File: src/hw/rtl/ulss_pkg.sv
// ----------------------------------------------------------------------------
// ulss_pkg
// Shared constants for the undervoltage and link safety supervisor.
// ----------------------------------------------------------------------------
`default_nettype none

package ulss_pkg;

    // Configuration register widths and port layout
    localparam int THR_BITS      = 16;
    localparam int TMO_BITS      = 32;
    localparam int CFG_DATA_BITS = 32;
    localparam int CFG_IDX_BITS  = 3;

    // Configuration register indexes
    localparam logic [CFG_IDX_BITS-1:0] REG_WARNING   = 3'd0;
    localparam logic [CFG_IDX_BITS-1:0] REG_FOLD      = 3'd1;
    localparam logic [CFG_IDX_BITS-1:0] REG_CUTOFF    = 3'd2;
    localparam logic [CFG_IDX_BITS-1:0] REG_HYST      = 3'd3;
    localparam logic [CFG_IDX_BITS-1:0] REG_HOLD      = 3'd4;
    localparam logic [CFG_IDX_BITS-1:0] REG_LINK_TMO  = 3'd5;

    // Ladder stages
    typedef logic [1:0] stage_t;
    localparam stage_t STAGE_NONE   = 2'd0;
    localparam stage_t STAGE_WARN   = 2'd1;
    localparam stage_t STAGE_FOLD   = 2'd2;
    localparam stage_t STAGE_CUTOFF = 2'd3;

    // LED patterns
    typedef logic [1:0] led_t;
    localparam led_t LED_SLOW  = 2'd0;
    localparam led_t LED_SOLID = 2'd1;
    localparam led_t LED_FAST  = 2'd2;

    // Result item layout
    localparam int OUT_FIELD_BITS = 10;
    localparam int OUT_DATA_BITS  = 16;

endpackage : ulss_pkg

`default_nettype wire

File: src/hw/rtl/ulss_detector.sv
// ----------------------------------------------------------------------------
// ulss_detector
// One undervoltage detector: hold time below threshold, hysteresis to clear.
// ----------------------------------------------------------------------------
`default_nettype none

module ulss_detector #(
    parameter int TIME_BITS = 48,
    parameter int VOLT_BITS = 16
) (
    input  wire logic                           clk,
    input  wire logic                           rst_n,
    input  wire logic                           step,
    input  wire logic [VOLT_BITS-1:0]           mv,
    input  wire logic [TIME_BITS-1:0]           now,
    input  wire logic [ulss_pkg::THR_BITS-1:0]  thr,
    input  wire logic [ulss_pkg::THR_BITS-1:0]  hyst,
    input  wire logic [ulss_pkg::TMO_BITS-1:0]  hold,
    output logic                                active_next
);
    import ulss_pkg::*;

    localparam int CMP_W = ((VOLT_BITS > THR_BITS) ? VOLT_BITS : THR_BITS) + 1;

    logic                 active_reg;
    logic                 timing_reg;
    logic [TIME_BITS-1:0] start_reg;
    logic                 timing_next;
    logic [TIME_BITS-1:0] start_next;
    logic [CMP_W-1:0]     mv_ext;
    logic [CMP_W-1:0]     thr_ext;
    logic [CMP_W-1:0]     clear_level;
    logic [TIME_BITS-1:0] elapsed;
    logic                 det_active_n;

    assign mv_ext      = CMP_W'(mv);
    assign thr_ext     = CMP_W'(thr);
    assign clear_level = thr_ext + CMP_W'(hyst);
    // start of a new timing run reads as zero elapsed
    assign elapsed     = timing_reg ? (now - start_reg) : '0;

    always_comb
    begin
        det_active_n = active_reg;
        timing_next  = timing_reg;
        start_next   = start_reg;
        if (thr == '0)
        begin
            det_active_n = 1'b0;
            timing_next  = 1'b0;
        end
        else if (active_reg)
        begin
            if (mv_ext > clear_level)
            begin
                det_active_n = 1'b0;
                timing_next  = 1'b0;
            end
        end
        else if (mv_ext < thr_ext)
        begin
            if (!timing_reg)
            begin
                start_next = now;
            end
            timing_next = 1'b1;
            if (elapsed >= TIME_BITS'(hold))
            begin
                det_active_n = 1'b1;
            end
        end
        else
        begin
            timing_next = 1'b0;
        end
    end

    assign active_next = step ? det_active_n : active_reg;

    always_ff @(posedge clk or negedge rst_n)
    begin
        if (!rst_n)
        begin
            active_reg <= 1'b0;
            timing_reg <= 1'b0;
            start_reg  <= '0;
        end
        else if (step)
        begin
            active_reg <= det_active_n;
            timing_reg <= timing_next;
            start_reg  <= start_next;
        end
    end

endmodule : ulss_detector

`default_nettype wire

File: src/hw/rtl/undervolt_link_safety_supervisor.sv
// ----------------------------------------------------------------------------
// undervolt_link_safety_supervisor
// Battery undervoltage ladder, link staleness and relay arming supervisor.
// ----------------------------------------------------------------------------
// Takes one observation item per clock and returns one decision item for each.
// An item is accepted into the input register, evaluated against the detector
// and ladder state in a single pass, and lands in the result register when
// that register advances. One item per cycle is sustained, limited only by
// the result register being taken downstream.
// Configuration registers are written through cfg_we/cfg_index/cfg_data;
// the user must write them only while no item is in flight, which the block
// itself does not enforce. The stage ladder only rises and is cleared by reset.
`default_nettype none

module undervolt_link_safety_supervisor #(
    parameter int TIME_BITS = 48,
    parameter int VOLT_BITS = 16
) (
    input  wire logic                                clk,
    input  wire logic                                rst_n,
    input  wire logic                                cfg_we,
    input  wire logic [ulss_pkg::CFG_IDX_BITS-1:0]   cfg_index,
    input  wire logic [ulss_pkg::CFG_DATA_BITS-1:0]  cfg_data,
    input  wire logic                                s_axis_tvalid,
    output logic                                     s_axis_tready,
    // battery_ok, battery_mv, now_time_us, link_up, last_frame_us,
    // is_folded, can_arm, ext_fault, is_walking, zero pad
    input  wire logic [((2*TIME_BITS+VOLT_BITS+6+7)/8)*8-1:0] s_axis_tdata,
    output logic                                     m_axis_tvalid,
    input  wire logic                                m_axis_tready,
    // stale flag, zero-command flag, relay_on, stage[1:0], fold_request,
    // cutoff_now, fault_out, led_mode[1:0], zero pad
    output logic [ulss_pkg::OUT_DATA_BITS-1:0]       m_axis_tdata
);
    import ulss_pkg::*;

    localparam int IN_W     = 2*TIME_BITS + VOLT_BITS + 6;
    localparam int OFS_MV   = 1;
    localparam int OFS_NOW  = OFS_MV + VOLT_BITS;
    localparam int OFS_LINK = OFS_NOW + TIME_BITS;
    localparam int OFS_LAST = OFS_LINK + 1;
    localparam int OFS_FLG  = OFS_LAST + TIME_BITS;

    // configuration
    logic [THR_BITS-1:0] warning_reg, fold_lvl_reg, cutoff_reg, hyst_reg;
    logic [TMO_BITS-1:0] hold_reg, link_tmo_reg;

    always_ff @(posedge clk or negedge rst_n)
    begin
        if (!rst_n)
        begin
            warning_reg  <= '0;
            fold_lvl_reg <= '0;
            cutoff_reg   <= '0;
            hyst_reg     <= '0;
            hold_reg     <= '0;
            link_tmo_reg <= '0;
        end
        else if (cfg_we)
        begin
            case (cfg_index)
                REG_WARNING:  warning_reg  <= cfg_data[THR_BITS-1:0];
                REG_FOLD:     fold_lvl_reg <= cfg_data[THR_BITS-1:0];
                REG_CUTOFF:   cutoff_reg   <= cfg_data[THR_BITS-1:0];
                REG_HYST:     hyst_reg     <= cfg_data[THR_BITS-1:0];
                REG_HOLD:     hold_reg     <= cfg_data[TMO_BITS-1:0];
                REG_LINK_TMO: link_tmo_reg <= cfg_data[TMO_BITS-1:0];
                default:      ;
            endcase
        end
    end

    // pipeline control
    logic            in_valid_reg;
    logic [IN_W-1:0] in_data_reg;
    logic            out_valid_reg;
    logic            advance;
    logic            fire;

    assign advance       = !out_valid_reg || m_axis_tready;
    assign fire          = in_valid_reg && advance;
    assign s_axis_tready = !in_valid_reg || advance;
    assign m_axis_tvalid = out_valid_reg;

    always_ff @(posedge clk or negedge rst_n)
    begin
        if (!rst_n)
        begin
            in_valid_reg  <= 1'b0;
            out_valid_reg <= 1'b0;
        end
        else
        begin
            if (s_axis_tready)
            begin
                in_valid_reg <= s_axis_tvalid;
            end
            if (advance)
            begin
                out_valid_reg <= in_valid_reg;
            end
        end
    end

    always_ff @(posedge clk)
    begin
        if (s_axis_tvalid && s_axis_tready)
        begin
            in_data_reg <= s_axis_tdata[IN_W-1:0];
        end
    end

    // field unpack
    logic                 battery_ok;
    logic [VOLT_BITS-1:0] battery_mv;
    logic [TIME_BITS-1:0] now_time_us;
    logic                 link_up;
    logic [TIME_BITS-1:0] last_frame_us;
    logic                 is_folded, can_arm, ext_fault, is_walking;

    assign battery_ok    = in_data_reg[0];
    assign battery_mv    = in_data_reg[OFS_NOW-1:OFS_MV];
    assign now_time_us   = in_data_reg[OFS_LINK-1:OFS_NOW];
    assign link_up       = in_data_reg[OFS_LINK];
    assign last_frame_us = in_data_reg[OFS_FLG-1:OFS_LAST];
    assign is_folded     = in_data_reg[OFS_FLG];
    assign can_arm       = in_data_reg[OFS_FLG+1];
    assign ext_fault     = in_data_reg[OFS_FLG+2];
    assign is_walking    = in_data_reg[OFS_FLG+3];

    // detectors: warning, fold, cutoff
    logic [2:0]          det_active;
    logic [THR_BITS-1:0] det_thr [3];

    assign det_thr[0] = warning_reg;
    assign det_thr[1] = fold_lvl_reg;
    assign det_thr[2] = cutoff_reg;

    for (genvar k = 0; k < 3; k++)
    begin : g_det
        ulss_detector #(
            .TIME_BITS (TIME_BITS),
            .VOLT_BITS (VOLT_BITS)
        ) u_det (
            .clk         (clk),
            .rst_n       (rst_n),
            .step        (fire && battery_ok),
            .mv          (battery_mv),
            .now         (now_time_us),
            .thr         (det_thr[k]),
            .hyst        (hyst_reg),
            .hold        (hold_reg),
            .active_next (det_active[k])
        );
    end

    // ladder and outputs
    stage_t stage_reg, stage_next, observed;
    logic   fold_sent_reg, prev_folded_reg, relay_reg, relay_next;
    logic   fold_req, b_warn, b_fold, b_cut, stale, fold_done, fz, fault;
    logic [TIME_BITS-1:0] link_age;
    led_t   led;

    always_comb
    begin
        observed = STAGE_NONE;
        if (det_active[0]) observed = STAGE_WARN;
        if (det_active[1]) observed = STAGE_FOLD;
        if (det_active[2]) observed = STAGE_CUTOFF;
    end

    assign stage_next = (observed > stage_reg) ? observed : stage_reg;
    assign b_warn     = stage_next >= STAGE_WARN;
    assign b_fold     = stage_next >= STAGE_FOLD;
    assign b_cut      = stage_next == STAGE_CUTOFF;
    assign fold_req   = b_fold && !fold_sent_reg;

    assign link_age   = now_time_us - last_frame_us;
    assign stale      = !link_up || (last_frame_us == '0)
                        || (link_age >= TIME_BITS'(link_tmo_reg));
    assign fold_done  = is_folded && !prev_folded_reg;

    always_comb
    begin
        relay_next = relay_reg;
        if (relay_reg)
        begin
            if (fold_done || b_cut || ext_fault)
            begin
                relay_next = 1'b0;
            end
        end
        else if (link_up && can_arm && !b_fold && !ext_fault)
        begin
            relay_next = 1'b1;
        end
    end

    assign fz    = stale || b_fold;
    assign fault = b_warn || (relay_next && !link_up) || ext_fault;

    always_comb
    begin
        if (fault)
        begin
            led = LED_FAST;
        end
        else if (link_up && is_walking && !fz)
        begin
            led = LED_SOLID;
        end
        else
        begin
            led = LED_SLOW;
        end
    end

    always_ff @(posedge clk or negedge rst_n)
    begin
        if (!rst_n)
        begin
            stage_reg       <= STAGE_NONE;
            fold_sent_reg   <= 1'b0;
            prev_folded_reg <= 1'b0;
            relay_reg       <= 1'b0;
        end
        else if (fire)
        begin
            stage_reg       <= stage_next;
            fold_sent_reg   <= fold_sent_reg || fold_req;
            prev_folded_reg <= is_folded;
            relay_reg       <= relay_next;
        end
    end

    logic [OUT_FIELD_BITS-1:0] result_reg;

    always_ff @(posedge clk)
    begin
        if (fire)
        begin
            result_reg <= {led, fault, b_cut, fold_req, stage_next, relay_next, fz, stale};
        end
    end

    assign m_axis_tdata = {(OUT_DATA_BITS - OUT_FIELD_BITS)'(0), result_reg};

endmodule : undervolt_link_safety_supervisor

`default_nettype wire

File: config.mk
export PLATFORM = sky130hd
export DESIGN_NAME = undervolt_link_safety_supervisor
export DESIGN_NICKNAME = d
export VERILOG_FILES = /design/src/hw/rtl/ulss_pkg.sv /design/src/hw/rtl/ulss_detector.sv /design/src/hw/rtl/undervolt_link_safety_supervisor.sv
export SDC_FILE = /design/constraint.sdc
export NUM_CORES = 1
export LEC_CHECK = 0
export BUFFER_PORTS_ARGS = -buffer_cell sky130_fd_sc_hd__buf_4
export CAP_MARGIN = 30
export CORE_ASPECT_RATIO = 0.75
export CORE_MARGIN = 4
export CORE_UTILIZATION = 35
export DETAILED_ROUTE_END_ITERATION = 10
export MAX_ROUTING_LAYER = met4
export RECOVER_POWER = 50
export SYNTH_ARGS = -nofsm -noshare
export SYNTH_HDL_FRONTEND = slang
export SYNTH_SLANG_ARGS = --single-unit
File: constraint.sdc
create_clock -name clk -period 8.3 [get_ports clk]
set_clock_uncertainty 0.15 [all_clocks]
set_input_delay 0.415 -clock clk [delete_from_list [all_inputs] [get_ports clk]]
set_output_delay 0.415 -clock clk [all_outputs]
set_load 0.05 [all_outputs]
# After elaboration in Yosys (flattened, before gate mapping)
# Cells that the tools add are included.
[word_totals]
reg_bits = 413
in_bits = 160
output_inout_bits = 18
elab_cells = 149
[op_classes]
addsub = 7
n_lt_le_gt_ge = 13
eq_ne = 9
n_mux = 41
bitwise_logic = 9
n_reduce_logical = 46
[op_table]
columns = ["operator", "count"]
rows = [
  ["48-bit by 32-bit greater-or-equal comparator with 1-bit output", 4],
  ["48-bit subtractor", 4],
  ["48-bit 2-to-1 mux", 3],
  ["16-bit by 16-bit adder with 17-bit output", 3],
  ["16-bit by 17-bit greater-than comparator with 1-bit output", 3],
  ["16-bit zero test", 3],
  ["48-bit zero test", 1],
  ["16-bit less-than comparator", 3],
  ["1-bit 2-to-1 mux", 35],
  ["2-bit AND reduction", 9],
  ["5-bit AND reduction", 3],
  ["1-bit logical AND", 11],
  ["1-bit logical OR", 10],
  ["3-bit != test (second input constant)", 3],
  ["1-bit inverter", 9],
  ["1-bit zero test", 8],
  ["3-bit by 2-bit equality test with 1-bit output (second input constant)", 2],
  ["3-bit equality test (second input constant)", 2],
  ["2-bit 2-to-1 mux", 3],
  ["3-bit by 1-bit equality test with 1-bit output (second input constant)", 1],
  ["3-bit zero test", 1],
  ["2-bit equality test (second input constant)", 1],
  ["2-bit by 1-bit greater-or-equal comparator with 1-bit output (second input constant)", 1],
  ["2-bit greater-or-equal comparator (second input constant)", 1],
  ["2-bit greater-than comparator", 1],
]

# Logic depth before layout (Yosys ltp)
# Gate-level depths: netlist of run 1.
[logic_depth]
depth_word = 22
mapped_depth = 34
mapped_depth_nobuf = 34

# Hierarchy
# A second synthesis of run 1 with hierarchy kept.
[hier_totals]
cells_unflattened = 3910
hier_area_um2 = 34896.0
[by_module_without_submodules]
columns = ["mod", "n_inst", "cells_each", "area_each_um2", "seq_area_each_um2"]
rows = [
  ["ulss_detector (g_det[1].u_det ...)", 2, 930, 7039.3, 1251.2],
  ["undervolt_link_safety_supervisor", 1, 1115, 13374.1, 7221.9],
  ["ulss_detector (g_det[0].u_det)", 1, 935, 7443.4, 1251.2],
]

# Worst setup path before layout of run 1
# Ideal clock, no wire load.
[synth_path]
kind = "register -> register"
start = "register in_data_reg[17]"
end = "register result_reg[7] (data pin)"
setup_time_ns = 0.257
t_arrival_ns = 6.104
required_time_ns = 7.893
path_slack_ns = 1.789
path_stages_with_launch = 31
n_path_buf = 0
period_less_slack_ns = 6.511
cell_sequence = "edfxtp_1 -> inv_1 -> ha_1 -> inv_1 -> fa_1 -> a21o_1 -> a221o_1 -> a21oi_1 -> o21ai_0 -> a211oi_1 -> xor2_1 -> nor2_1 -> ha_1 -> a2111oi_0 -> o21ai_0 -> a31o_2 -> a211o_1 -> a31oi_1 -> o2111ai_1 -> nor4_1 -> nand4_1 -> and2_1 -> nor2_1 -> ha_1 -> nor2_1 -> nor2_1 -> a21oi_1 -> nor2b_1 -> a31oi_1 -> o311ai_1 -> a21o_1"
[synth_via]
elab_cells_between_ends = 43
cone_classes = "3 x add/sub; 6 x order compare; 1 x eq/ne; 25 x mux; 8 x reduce/logical"
[synth_rtl]
columns = ["item", "line", "rtl"]
rows = [
  ["start, declared", "undervolt_link_safety_supervisor.sv:75", "logic [IN_W-1:0] in_data_reg;"],
  ["start signal, assigned", "undervolt_link_safety_supervisor.sv:109", "in_data_reg <= s_axis_tdata[IN_W-1:0];"],
  ["48-bit subtractor *", "ulss_detector.sv:40", "assign elapsed = timing_reg ? (now - start_reg) : '0;"],
  ["48-bit 2-to-1 mux *", "ulss_detector.sv:40", ""],
  ["48-bit by 32-bit greater-or-equal comparator with 1-bit output *", "ulss_detector.sv:67", "if (elapsed >= TIME_BITS'(hold))"],
  ["1-bit 2-to-1 mux *", "ulss_detector.sv:67", ""],
  ["1-bit 2-to-1 mux *", "ulss_detector.sv:60", "else if (mv_ext < thr_ext)"],
  ["1-bit 2-to-1 mux *", "ulss_detector.sv:52", "else if (active_reg)"],
  ["1-bit 2-to-1 mux *", "ulss_detector.sv:47", "if (thr == '0)"],
  ["1-bit 2-to-1 mux *", "n/a", ""],
  ["net g_det[2].u_det.active_next", "ulss_detector.sv:19", "output logic active_next"],
  ["[... 3 more ...]", "n/a", ""],
  ["2-bit greater-or-equal comparator", "undervolt_link_safety_supervisor.sv:174", "assign b_fold = stage_next >= STAGE_FOLD;"],
  ["1-bit zero test", "undervolt_link_safety_supervisor.sv:193", "else if (link_up && can_arm && !b_fold && !ext_fault)"],
  ["1-bit logical AND (2 in a row)", "undervolt_link_safety_supervisor.sv:193", ""],
  ["1-bit 2-to-1 mux", "undervolt_link_safety_supervisor.sv:193", ""],
  ["1-bit 2-to-1 mux", "undervolt_link_safety_supervisor.sv:186", "if (relay_reg)"],
  ["1-bit logical AND", "undervolt_link_safety_supervisor.sv:200", "assign fault = b_warn || (relay_next && !link_up) || ext_fault;"],
  ["1-bit logical OR * (2 in a row)", "undervolt_link_safety_supervisor.sv:200", ""],
  ["net fault", "undervolt_link_safety_supervisor.sv:160", "logic fold_req, b_warn, b_fold, b_cut, stale, fold_done, fz, fault;"],
  ["end signal, assigned", "undervolt_link_safety_supervisor.sv:242", "result_reg <= {led, fault, b_cut, fold_req, stage_next, relay_next, fz, stale};"],
  ["end, declared", "undervolt_link_safety_supervisor.sv:236", "logic [OUT_FIELD_BITS-1:0] result_reg;"],
]
# Mark *: on every way through the listed nets, which the timed path passes. The rest lies on a longest branch.
# A chain may end at the register's enable or synchronous reset.

# Worst setup path in the final report of run 1
[layout_path]
start = "register in_data_reg[17]"
end = "register result_reg[7] (data pin)"
[layout_via]
elab_chain_cells = 22
elab_cells_between_ends = 43
cone_classes = "3 x add/sub; 6 x order compare; 1 x eq/ne; 25 x mux; 8 x reduce/logical"
[layout_rtl]
columns = ["item", "line", "rtl"]
rows = [
  ["48-bit subtractor", "ulss_detector.sv:40", ""],
  ["48-bit 2-to-1 mux", "ulss_detector.sv:40", ""],
  ["48-bit by 32-bit greater-or-equal comparator with 1-bit output", "ulss_detector.sv:67", ""],
  ["1-bit 2-to-1 mux", "ulss_detector.sv:67", ""],
  ["1-bit 2-to-1 mux", "ulss_detector.sv:60", ""],
  ["1-bit 2-to-1 mux", "ulss_detector.sv:52", ""],
  ["1-bit 2-to-1 mux", "ulss_detector.sv:47", ""],
  ["1-bit 2-to-1 mux", "ulss_detector.sv:78", "assign active_next = step ? det_active_n : active_reg;"],
  ["[... 5 more ...]", "n/a", ""],
  ["2-bit greater-or-equal comparator", "undervolt_link_safety_supervisor.sv:174", ""],
  ["1-bit zero test", "undervolt_link_safety_supervisor.sv:193", ""],
  ["1-bit logical AND (2 in a row)", "undervolt_link_safety_supervisor.sv:193", ""],
  ["1-bit 2-to-1 mux", "undervolt_link_safety_supervisor.sv:193", ""],
  ["1-bit 2-to-1 mux", "undervolt_link_safety_supervisor.sv:186", ""],
  ["1-bit logical AND", "undervolt_link_safety_supervisor.sv:200", ""],
  ["1-bit logical OR * (2 in a row)", "undervolt_link_safety_supervisor.sv:200", ""],
  ["net fault", "undervolt_link_safety_supervisor.sv:160", ""],
]
# Marks and branches as above.

==> impl_metrics.tcl, run 1 <==
set metrics [dict create \
    synth_area_mm2 0.0340 \
    seq_area_mm2 0.0110 \
    crit_arrival_ps 8030 \
    period_needed_ps 7800 \
    fmax_ghz 0.128 \
    synthArstFlopShare_pct 69.0 \
    ys_warn_count 0 \
    stdcell_area_mm2 0.0399 \
    layout-drive-gt1-share_pct 8.55 \
    via_count 30383 \
    grt_usage_pct 22.0 \
    largest_reg_flops 144 \
    via_per_inst 5.38 \
    portBuffers 169 \
    areaGrowthSynthToFinish_pct 17.5 \
    cts_tree "built" \
    multiInputGateArea_mm2 0.0211 \
    crit_type "flip-flop to flip-flop" \
    post-dp-hpwl_um 88900 \
    root_buffer "clkbuf_16" \
    synth_top_area_cell "dfrtp_1" \
    rsz0062_at_grt "no" \
    start_kind "flip-flop" \
    cts.sinks 413 \
    fin_cells 5647 \
    die_h_um 278 \
    drtPass1Iterations 5 \
    min_delay_path_depth 3 \
    ant_nets 0 \
    ir_drop_uv 170 \
    syn_inst 4004 \
    r2r-end "result_reg[7]" \
    leakagePower_nw 17.7 \
    avgSynthCellArea_um2 8.49 \
    cts.reportedPaths.clkPinSlew_ps 60 \
    required_ps 8530 \
    clk_path_buf_depth 3 \
    cp_common_cell "a21oi_1" \
    finalWirelength_um 112000 \
    final_net_count 4929 \
    drc_errors 0 \
    grt_max_degree 94 \
    nFillCells 9692 \
    slowest_stage "nor3_1" \
    finalCritPeriodShare_pct 94.0 \
    status "finished, violations left" \
    startpoint "in_data_reg[17]" \
    max_stage_delay_ps 580 \
    fp.dieW_um 368 \
    die-area_mm2 0.102 \
    place_area_mm2 0.0368 \
    slew_headroom_pct -149 \
    drv_slew 359 \
    insertion_delay_ps 640 \
    ys_seq_elements 413 \
    placementRows 98 \
    ys_types 83 \
    wl_per_cell_um 19.9 \
    place_inst 5394 \
    grt_overflow 0 \
    synth-main-ff-cell "dfrtp_1" \
    seq_area_frac_synth_pct 32.3 \
    reg2reg_from "in_data_reg[17]" \
    grt_pass1_wl_um 171000 \
    reg2reg_slack_ps 500 \
    antenna_found_initial 4 \
    worst_setup_path_end_kind "flip-flop" \
    finalSetupViolCount 0 \
    cts_made_buffers 49 \
    dpl_worst_slack_ps 345 \
    grt_pass1_vias 28583 \
    yosysTopAreaCellShare_pct 21.0 \
    min_path_type "input pin to flip-flop" \
    rr_worst_depth 31 \
    worst_pin_slew_ps 3740 \
    powerDensity_mw_per_mm2 332 \
    core_mm2 0.0959 \
    worst_slack_ps 501 \
    ios 178 \
    endpoint "result_reg[7]" \
    cap_violations 7 \
    failed_checks "capacitance limit, slew limit" \
    crit_fanout 5 \
    tns_ps 0 \
    first_iter_violations 3075 \
    finalWeightedCongestion 0.961 \
    synth_edf_count 128 \
    final_hold_viol_count 0 \
    start_util_pct 35.5 \
    synth.area.top_cells "dfrtp_1 21%, ha_1 17%, edfxtp_1 11%, o21ai_0 6.1%, nand2_1 4.7%" \
    htree_levels 2 \
]
[cell usage in the layout (no fill, tap or decap), types with 19 or more instances in the layout]
cell	n
dfrtp_1	285
and3_1	20
dlygate4sd3_1	154
o21bai_1	45
ha_1	461
a21oi_1	315
or3_1	19
inv_1	386
o21ai_0	416
nand4_1	102
xor2_1	80
o31ai_1	19
nand3_1	53
o211ai_1	23
and2_1	26
nor4_1	46
edfxtp_1	128
mux2_2	59
xnor2_1	98
nor2b_1	36
nand2_1	426
nand2b_1	50
o21a_1	40
a31oi_1	24
clkbuf_4	112
nor2_1	263
a21o_1	113
a211oi_1	27
buf_4	79
clkbuf_16	51
nor3_1	75
clkbuf_1	34
[cells in the mapped netlist (9+ instances only)]
cell       instances
buf_2             10
or3_1             19
nor4_1            47
a2111oi_0         12
o21ai_0          417
xor2_1            80
xnor2_1           98
ha_1             461
and3_1            20
edfxtp_1         128
nand4_1          102
nor2b_1           36
mux2_2            59
a21o_1           113
nand2b_1          50
a31oi_1           24
a21boi_0          12
dfrtp_1          285
nand2_1          426
inv_1            386
a21oi_1          315
and4_1            14
o21bai_1          45
and2_1            27
nor3_1            76
o211ai_1          23
nor2_1           266
clkbuf_1         111
mux2i_1           10
o31a_1             9
a221oi_1          10
nor3b_1           11
a211o_1            9
a31o_2             9
o2111ai_1         12
a211oi_1          27
o21a_1            40
nand3_1           53
o31ai_1           19
[power breakdown]
part           leakage (nW)  switching (mW)  total, mW  internal, mW
Clock                 0.801           0.986       2.26          1.28
Sequential             4.64           0.320       2.99          2.67
Combinational          12.3            4.85       7.99          3.14
[stage by stage]
step | utilization (%) | power (mW) | hold WS, ps
4_1_cts | 41.8 | 13.2 | 89.9
2_1_floorplan | - | 8.73 | -30.6
5_1_grt | 41.6 | 14.4 | 77.5
6_report | 41.6 | 13.2 | 79.7
3_5_place_dp | 38.4 | 10.8 | 250
3_3_place_gp | 38.4 | 10.7 | 243
[routing by layer]
layer  share of wire (%)  vias to the layer above  GRT usage [%]
met5                   0                        -              -
met1                  52                    14281           33.4
met4                 2.1                        0           4.92
met3                 8.4                      130           5.15
met2                  38                      982           28.9
li1                    -                    14990              -
[worst max-delay path, delay by kind of cell, from the launching register on]
family | cells | cell delay (ps)
xor gates and xnor gates | 1 | 200
adders and majority gates | 4 | 1200
DFF | 1 | 440
and+or+nand+nor | 7 | 1220
buffers and inverters | 3 | 550
AOI/OAI and AO/OA | 16 | 3760
[worst min path at each step]
stage / from / endpoint / slack [ps]
global placement: rst_n / hyst_reg[14] / 240
finish: cfg_we / hyst_reg[3] / 80
detailed placement: rst_n / hyst_reg[15] / 250
global route: cfg_we / hyst_reg[3] / 80
CTS: cfg_we / hyst_reg[3] / 90
floorplan: rst_n / cutoff_reg[0] / -30
[repair_timing]
| item | CTS | global route |
|---|---|---|
| hold buffers | 154 | 0 |
| endpoints found under the setup margin | 0 | 8 |
| hold endpoints to repair | 292 | 0 |
| buffers inserted | 0 | 1 |
| gates resized for setup | 0 | 2 |
[area by class of cell]
cell class,instances,area share [%]
Timing Repair Buffer,376,7.75
Clock inverter,34,0.890
Antenna cell,6,0.0376
Clock buffer,57,3.30
Multi-Input combinational cell,3075,52.8
Tap cell,1300,4.07
Inverter,386,3.63
Sequential cell,413,27.5
[kinds of logic (layout without fill, tap and decap cells)]
| logic type | Yosys count | in the layout | share of synthesized area (%) |
|---|---|---|---|
| DFF | 413 | 413 | 32.3 |
| adders and majority gates | 468 | 468 | 17.4 |
| xor gates and xnor gates | 178 | 178 | 4.59 |
| muxes | 70 | 70 | 2.28 |
| buffers and inverters | 521 | 853 | 5.86 |
| AOI/OAI and AO/OA | 1175 | 1175 | 21.2 |
| other | 1 | 12 | 0.0110 |
| and+or+nand+nor | 1178 | 1178 | 16.4 |
(Power assumes the default switching activity.)
==> run 2, diff against run 1 <==
--- a/config.mk
+++ b/config.mk
@@ -5,13 +5,13 @@
 export SDC_FILE = /design/constraint.sdc
 export NUM_CORES = 1
 export LEC_CHECK = 0
+export ABC_AREA = 1
 export BUFFER_PORTS_ARGS = -buffer_cell sky130_fd_sc_hd__buf_4
 export CAP_MARGIN = 30
 export CORE_ASPECT_RATIO = 0.75
 export CORE_MARGIN = 4
 export CORE_UTILIZATION = 35
 export DETAILED_ROUTE_END_ITERATION = 10
-export MAX_ROUTING_LAYER = met4
 export RECOVER_POWER = 50
 export SYNTH_ARGS = -nofsm -noshare
 export SYNTH_HDL_FRONTEND = slang
==> constraint.sdc (replaced) <==
create_clock -name clk -period 7.8 [get_ports clk]
set_clock_uncertainty 0.15 [all_clocks]
set_input_delay 0.39 -clock clk [delete_from_list [all_inputs] [get_ports clk]]
set_output_delay 0.39 -clock clk [all_outputs]
set_load 0.05 [all_outputs]
==> run 2 against run 1 <==
Compared with the run above:
- the flow still finishes with violations (capacitance limit, slew limit)
- die area up 9.7%
- synthesized cell count up 37%
- sequential share of layout area down 2.2 points
- sequential power up 13%
- register-to-register slack better by 850 ps
- hold slack better by 8.4 ps
- wire length up 25%
- global-route usage up 2.5 points
- utilization down 0.60 points
- critical path depth up 11
- critical endpoint is now result_reg[8]
- non-clock buffer count down 50
- cell area up 8.6%
==> impl_metrics.tcl, run 2 <==
set metrics [dict create \
    status "finished, violations left" \
    failed_checks "capacitance limit, slew limit" \
    yosysMostFrequentCell "nand2_1" \
    synth_area_mm2 0.0374 \
    insertion_delay_ps 630 \
    fin_util_pct 41.0 \
    hp-start "cfg_data[2]" \
    grt_usage_pct 24.5 \
    via_per_inst 5.07 \
    clk_path_buf_depth 3 \
    required_ps 8040 \
    synth-main-ff-cell "dfrtp_1" \
    fmax_ghz 0.155 \
    crit_arrival_ps 6690 \
    cp_common_cell "nand2_1" \
    start_kind "flip-flop" \
    tns_ps 0 \
    ant_nets 0 \
    post-dp-hpwl_um 116000 \
    cts.sinks 413 \
    reg2reg_slack_ps 1350 \
    min_path_type "input pin to flip-flop" \
    cap_violations 4 \
    drc_errors 0 \
    fin_cells 7243 \
    seq_area_frac_synth_pct 29.4 \
    root_buffer "clkbuf_16" \
    cts.reportedPaths.clkPinSlew_ps 60 \
    slew_headroom_pct -164 \
    worst_setup_path_end_kind "flip-flop" \
    finalSetupViolCount 0 \
    start_util_pct 35.4 \
    ios 178 \
    final_cell_mix "1512 x nand2_1, 997 x inv_1, 461 x ha_1" \
    hold_end "hold_reg[2]" \
    cts_made_buffers 49 \
    period_needed_ps 6450 \
    cts_tree "built" \
    finalCritPeriodShare_pct 82.7 \
    timing.hold.ws_ps 88.0 \
    synth_common_cells "1513 x nand2_1, 998 x inv_1, 461 x ha_1, 447 x o21ai_0, 410 x a21oi_1" \
    stdcell_area_mm2 0.0434 \
    fp.dieW_um 385 \
    yosysTopAreaCellShare_pct 19.1 \
    nFillCells 11185 \
    final_net_count 6412 \
    avgSynthCellArea_um2 6.83 \
    crit_type "flip-flop to flip-flop" \
    slowest_stage "fa_1" \
    wl_per_cell_um 19.3 \
    ys_warn_count 0 \
    ir_drop_uv 192 \
    powerDensity_mw_per_mm2 334 \
    r2r-end "result_reg[8]" \
    core_mm2 0.106 \
    grt_pass1_vias 34194 \
    grt_overflow 0 \
    die_h_um 291 \
    ctsResizeCount 0 \
    portBuffers 169 \
    synthArstFlopShare_pct 69.0 \
    htree_levels 2 \
    rr_worst_depth 42 \
    final_hold_viol_count 0 \
    first_iter_violations 3534 \
    die-area_mm2 0.112 \
    reg2reg_from "in_data_reg[17]" \
    seq_area_mm2 0.0110 \
    placementRows 103 \
    areaGrowthSynthToFinish_pct 16.0 \
    multiInputGateArea_mm2 0.0223 \
    synth_top_area_cell "dfrtp_1" \
    finalWeightedCongestion 0.950 \
    place_area_mm2 0.0403 \
    grt_max_degree 150 \
    ys_seq_elements 413 \
    syn_inst 5476 \
    finalWirelength_um 140000 \
    antenna_found_initial 3 \
    rsz0062_at_grt "no" \
    crit_fanout 7 \
    startpoint "in_data_reg[17]" \
    drtPass1Iterations 6 \
    min_delay_path_depth 3 \
    drv_slew 331 \
    grt_pass1_wl_um 209000 \
    layout-drive-gt1-share_pct 6.59 \
    largest_reg_flops 144 \
    synth.area.top_cells "dfrtp_1 19%, ha_1 15%, nand2_1 15%, edfxtp_1 10%, inv_1 10%" \
    via_count 36692 \
    final_common_cell "nand2_1" \
    worst_pin_slew_ps 3950 \
    max_stage_delay_ps 510 \
    place_inst 7004 \
    leakagePower_nw 22.3 \
    ys_types 54 \
    synth_edf_count 128 \
]
==> run 2: worst max path at each step <==
stage	to	slack, ps
final	result_reg[8]	1350
after global placement	result_reg[8]	1410
after global routing	g_det[2].u_det.timing_reg	810
after CTS	result_reg[8]	1440
after detailed placement	result_reg[8]	1470
after floorplan	result_reg[8]	2910
==> run 2: kinds of logic (layout without fill, tap and decap cells) <==
group                      Yosys count  after routing  share of synthesized area, %
and+or+nand+nor                   2357           2357                          26.4
AOI/OAI and AO/OA                 1019           1019                          14.7
other                                1              7                        0.0100
buffers and inverters             1105           1449                          11.2
adders and majority gates          468            468                          15.8
DFF                                413            413                          29.4
xor gates and xnor gates           113            113                          2.65
==> run 2: routing by layer <==
metal | routed length [µm] | vias up | global-route usage, %
met5 | 0 | - | 0
li1 | - | 18356 | -
met4 | 2990 | 0 | 4.92
met3 | 11100 | 145 | 3.55
met2 | 54700 | 1243 | 34.2
met1 | 71300 | 16948 | 39.2
==> run 2: metrics by stage <==
step | power [mW] | setup WS, ps
after floorplan | 9.30 | 2910
after global placement | 11.8 | 1410
after detailed placement | 11.9 | 1470
after CTS | 14.4 | 1440
after global routing | 15.9 | 815
final | 14.5 | 1350
==> run 2: timing repair <==
item / 4_1_cts / 5_1_grt
buffers inserted: 0 / 0
hold buffers: 144 / 0
endpoints found under the hold margin: 240 / 0
==> run 2: worst max-delay path: cells and delay by family, from the launching register on <==
kind                       cells  cell delay [ps]
and+or+nand+nor               27             2620
adders and majority gates      4             1250
AOI/OAI and AO/OA              4             1030
buffers and inverters          6              610
DFF                            1              350
xor gates and xnor gates       1              200
==> run 2: power breakdown <==
group	leakage [nW]	internal, mW	switching [mW]
Clock	0.826	1.38	1.04
Combinational	16.6	2.93	5.79
Sequential	4.83	2.83	0.539
Total	22.3	7.14	7.36
==> run 2: layout make-up <==
type                    instances  area share [%]
well taps                    1417            4.09
inverters                    1031            8.93
clock buffers                  63            3.21
diodes                          1         0.00577
repair buffers                326            6.38
flip-flops and latches        413            25.3
clock inverters                29           0.687
multi-input cells            3963            51.4
